===== src/rtl/dfa_sm_pkg.sv =====
// dfa_sm_pkg: shared types and constants for the dfa string matcher
// request codes, transition table entry and command, result item layout
// no dependencies
`default_nettype none

package dfa_sm_pkg;

  // default sizing of the automaton
  localparam int NUM_STATES_DEF  = 64;
  localparam int NUM_SYMBOLS_DEF = 94;

  // field widths fixed by the item layout
  localparam int ST_W  = 6;
  localparam int SYM_W = 8;

  // first printable character code
  localparam logic [SYM_W-1:0] SYM_BASE = 8'd32;

  // request kinds carried in tuser
  typedef enum logic [1:0] {
    REQ_WR_TRANS = 2'd0,
    REQ_MARK     = 2'd1,
    REQ_MATCH    = 2'd2,
    REQ_EMPTY    = 2'd3
  } req_t;

  // one transition table entry
  typedef struct packed {
    logic            valid;
    logic [ST_W-1:0] dest;
  } tbl_entry_t;

  // control from the sequencer to the table memory
  typedef struct packed {
    logic       we;
    logic       re;
    tbl_entry_t wdata;
  } tbl_cmd_t;

  // result item, accepted in the lowest bit
  typedef struct packed {
    logic [ST_W-1:0] end_state;
    logic            bad_symbol;
    logic            accepted;
  } result_t;

endpackage

`default_nettype wire


===== src/rtl/dfa_sm_out_buf.sv =====
// dfa_sm_out_buf: output register plus skid slot for result items
// decouples result delivery from the sequencer; uses dfa_sm_pkg
`default_nettype none

module dfa_sm_out_buf (
  input  wire logic                 clk,
  input  wire logic                 rst_n,
  input  wire logic                 push,
  input  wire dfa_sm_pkg::result_t  push_data,
  output logic                      space,
  output logic                      out_tvalid,
  input  wire logic                 out_tready,
  output logic [7:0]                out_tdata  // accepted, bad_symbol, end_state[5:0]
);

  logic                an_valid_r, an_valid_nxt;
  dfa_sm_pkg::result_t out_data_r, out_data_nxt;
  logic                skid_valid_r, skid_valid_nxt;
  dfa_sm_pkg::result_t skid_data_r, skid_data_nxt;
  logic                pop;

  assign pop = an_valid_r && out_tready;

  // refill the output register from the skid slot first, then from a new item
  always_comb begin
    an_valid_nxt   = an_valid_r;
    out_data_nxt   = out_data_r;
    skid_valid_nxt = skid_valid_r;
    skid_data_nxt  = skid_data_r;
    if (pop || !an_valid_r) begin
      if (skid_valid_r) begin
        an_valid_nxt   = 1'b1;
        out_data_nxt   = skid_data_r;
        skid_valid_nxt = push;
        skid_data_nxt  = push_data;
      end else begin
        an_valid_nxt = push;
        out_data_nxt = push_data;
      end
    end else if (push) begin
      skid_valid_nxt = 1'b1;
      skid_data_nxt  = push_data;
    end
  end

  always_ff @(posedge clk) begin
    if (!rst_n) begin
      an_valid_r   <= 1'b0;
      skid_valid_r <= 1'b0;
    end else begin
      an_valid_r   <= an_valid_nxt;
      skid_valid_r <= skid_valid_nxt;
    end
    out_data_r  <= out_data_nxt;
    skid_data_r <= skid_data_nxt;
  end

  assign space      = !skid_valid_r;
  assign out_tvalid = an_valid_r;
  assign out_tdata  = out_data_r;

endmodule

`default_nettype wire


===== config.mk =====
export PLATFORM = sky130hd
export DESIGN_NAME = dfa_sm_out_buf
export DESIGN_NICKNAME = d
export VERILOG_FILES = /design/src/rtl/dfa_sm_pkg.sv /design/src/rtl/dfa_sm_out_buf.sv
export SDC_FILE = /design/constraint.sdc
export NUM_CORES = 1
export LEC_CHECK = 0
export BUFFER_PORTS_ARGS = -buffer_cell sky130_fd_sc_hd__buf_4
export CELL_PAD_IN_SITES_DETAIL_PLACEMENT = 0
export CELL_PAD_IN_SITES_GLOBAL_PLACEMENT = 1
export CORE_MARGIN = 2
export CORE_UTILIZATION = 42
export DETAILED_ROUTE_END_ITERATION = 12
export PLACE_DENSITY = 0.89
export SLEW_MARGIN = 20
export SYNTH_ARGS = -nofsm -noshare
export SYNTH_HDL_FRONTEND = slang
export SYNTH_SLANG_ARGS = --single-unit

===== constraint.sdc =====
create_clock -name clk -period 3.43 [get_ports clk]
set_input_delay 0.686 -clock clk [delete_from_list [all_inputs] [get_ports clk]]
set_output_delay 0.686 -clock clk [all_outputs]
set_load 0.05 [all_outputs]

==> reports/metrics.yaml <==
run_status:
  status: "finished, final reports clean"
drt:
  via_per_inst: 4.92
  drt-pass1-iter-count: 4
  drc: 0
  dr.first_iter.drc_count: 3
  post_drt_wl_per_cell_microns: 12.1
  vias: 369
  wl_microns: 907
  antenna_left: 0
global_route:
  grt_pass1_wl_microns: 1370
  track_usage: 0.0971
  grt_pass1_vias: 320
  grt_antenna_before_repair: 0
  grt_start_max_net_pins: 13
  grt_overflow: 0
yosys:
  syn_area_sq_um: 701
  synth_top_cells_by_area: "edfxtp_1, mux2_4, dfxtp_1, mux2_2, a21boi_2"
  syn_avg_cell_area_sq_um: 19.5
  synth_top_area_cell: "edfxtp_1"
  synth_cells: 36
  ys_seq_area_frac: 0.743
  synth_xor_area_frac: 0
  synth_fp_nets: 48
  yosys_warnings: 0
  synthSimpleGateAreaFrac: 0.0214
  synth_compound_area_frac: 0.0482
  synth_top_area_share: 0.686
  yosysUniqueCellTypes: 12
  synth-seq-cells: 18
  synthAdderAreaFrac: 0
  synth_top_family_by_area: "multiplexers"
  synthMuxAreaShare: 0.161
sta:
  setup-tns-final_ns: 0
  tightestPinTransition_ns: 0.663
  period_needed_ns: 2.01
  finClkSkew_ns: 0.00351
  hold_viol_final: 0
  fin_crit_sh: 0.586
  rsz0062_at_grt: "no"
  fmax_mhz: 497
  setup_viol: 0
  fin_hold_ws_ns: 0.557
  slew_violations: 0
  relSlewSlack: 0.555
  finalWorstSetupSlack_ns: 1.42
cells_and_area:
  drive_gt1_frac: 0.576
  area_growth_pct: 27.0
  stdcell_count: 75
  antennaDiodeCount: 0
  final_common_cell: "buf_4"
  finish.utilization: 0.577
  final_nets: 73
  stdcell_area_sq_um: 890
  layout_common_cells: "buf_4, edfxtp_1, mux2_4, clkbuf_4"
critical_path:
  critPathRequiredTime_ns: 2.74
  worst-setup-path-type: "reg -> out"
  worstPathCellList: "inv_1 > buf_4"
  crit_arrival_ns: 1.32
  cp_max_fo: 12
  worst_path_max_delay_cell: "dfxtp_1"
  crit_path_end_kind: "primary output"
  critical_path.max_stage_delay_ns: 0.70
  cp-start-kind: "flop"
floorplan:
  initial_core_util: 0.455
  io_pins: 22
  core_area_sq_um: 1540
  die_w_microns: 44.8
  num_rows: 14
  die_h_microns: 44.8
  die_area_sq_um: 2010
hold_path:
  worstHoldPathType: "reg -> reg"
clock_tree:
  numCtsBuffers: 3
  holdBufCountCts: 0
  postCtsSetupBuffers: 0
  cts-root-buf: "clkbuf_4"
  tritoncts: "done"
  cts_buffer_depth: 2
  clock_latency_ns: 0.28
  cts_sinks: 18
  htreeDepth: 1
  clkSlewWorstSetupHoldPaths_ns: 0.09
  ctsResizeCount: 0
pwr:
  irDropWorstVdd_mv: 0.243
  p_total_mw: 0.430
  p_leak_nw: 0.353
  power-per-cell-area_nw_per_um2: 483
placed_design:
  globalplace.congestion: 0.671
  dp_cells: 72
  place_ws_ns: 1.53
  place.port_buffers: 21
  placed_area_sq_um: 867
job:
  drv_cap: 0
[synth_stat cells]
master,instances
dfxtp_1,2
o21ai_2,1
and2b_1,1
o21ai_1,1
mux2_4,6
buf_6,1
edfxtp_1,16
a21boi_2,1
nand2_1,2
inv_1,2
mux2_2,2
o31a_1,1
[power breakdown]
| part | leakage, nW | total (mW) | switching, mW | internal [mW] |
|---|---|---|---|---|
| clock | 0.0138 | 0.0978 | 0.0572 | 0.0407 |
| sequential | 0.173 | 0.258 | 0.00476 | 0.253 |
| combinational | 0.167 | 0.0739 | 0.0448 | 0.0291 |
[layout make-up]
type	count	area [sq um]
clock buffers	3	22.5
fillers	138	652
inverters	2	7.51
multi-input cells	15	161
flip-flops and latches	18	520
well taps	16	20.0
repair buffers	21	158
[path summary, 6_finish.rpt]
check                           slack, ns        endpoint           start  depth (start not counted)
worst max-delay path                 1.42           space    skid_valid_r                          2
worst min-delay path                 0.56    out_tdata[7]  skid_data_r[7]                          1
worst max register to register       1.68  skid_data_r[0]    skid_valid_r                          2
worst min register to register       0.56    out_tdata[7]  skid_data_r[7]                          1
[logic make-up after synthesis]
| group | count (synthesis) |
|---|---|
| buffers and inverters | 3 |
| multiplexers | 8 |
| AND/OR/NAND/NOR | 3 |
| flip-flops | 18 |
| AO/OA/AOI/OAI | 4 |
[layer usage]
metal	share of wire	GRT usage	up-vias	wire length (microns)
li1	-	-	182	-
met1	0.45	0.134	172	404
met2	0.49	0.142	15	440
met3	0.069	0.0360	0	63
met4	0	0.0353	0	0
met5	0	0	-	0
[flip-flops by register name, summed over array words and instances (netlist names)]
| signal | cells |
|---|---|
| out_tdata | 8 |
| skid_data_r | 8 |
| out_tvalid | 1 |
| skid_valid_r | 1 |
[critical path: cells and delay by family, from the launching register on]
| family | cells | cell delay, ns |
|---|---|---|
| flops | 1 | 0.70 |
| buf+inv | 2 | 0.34 |
(Power assumes the default switching activity.)
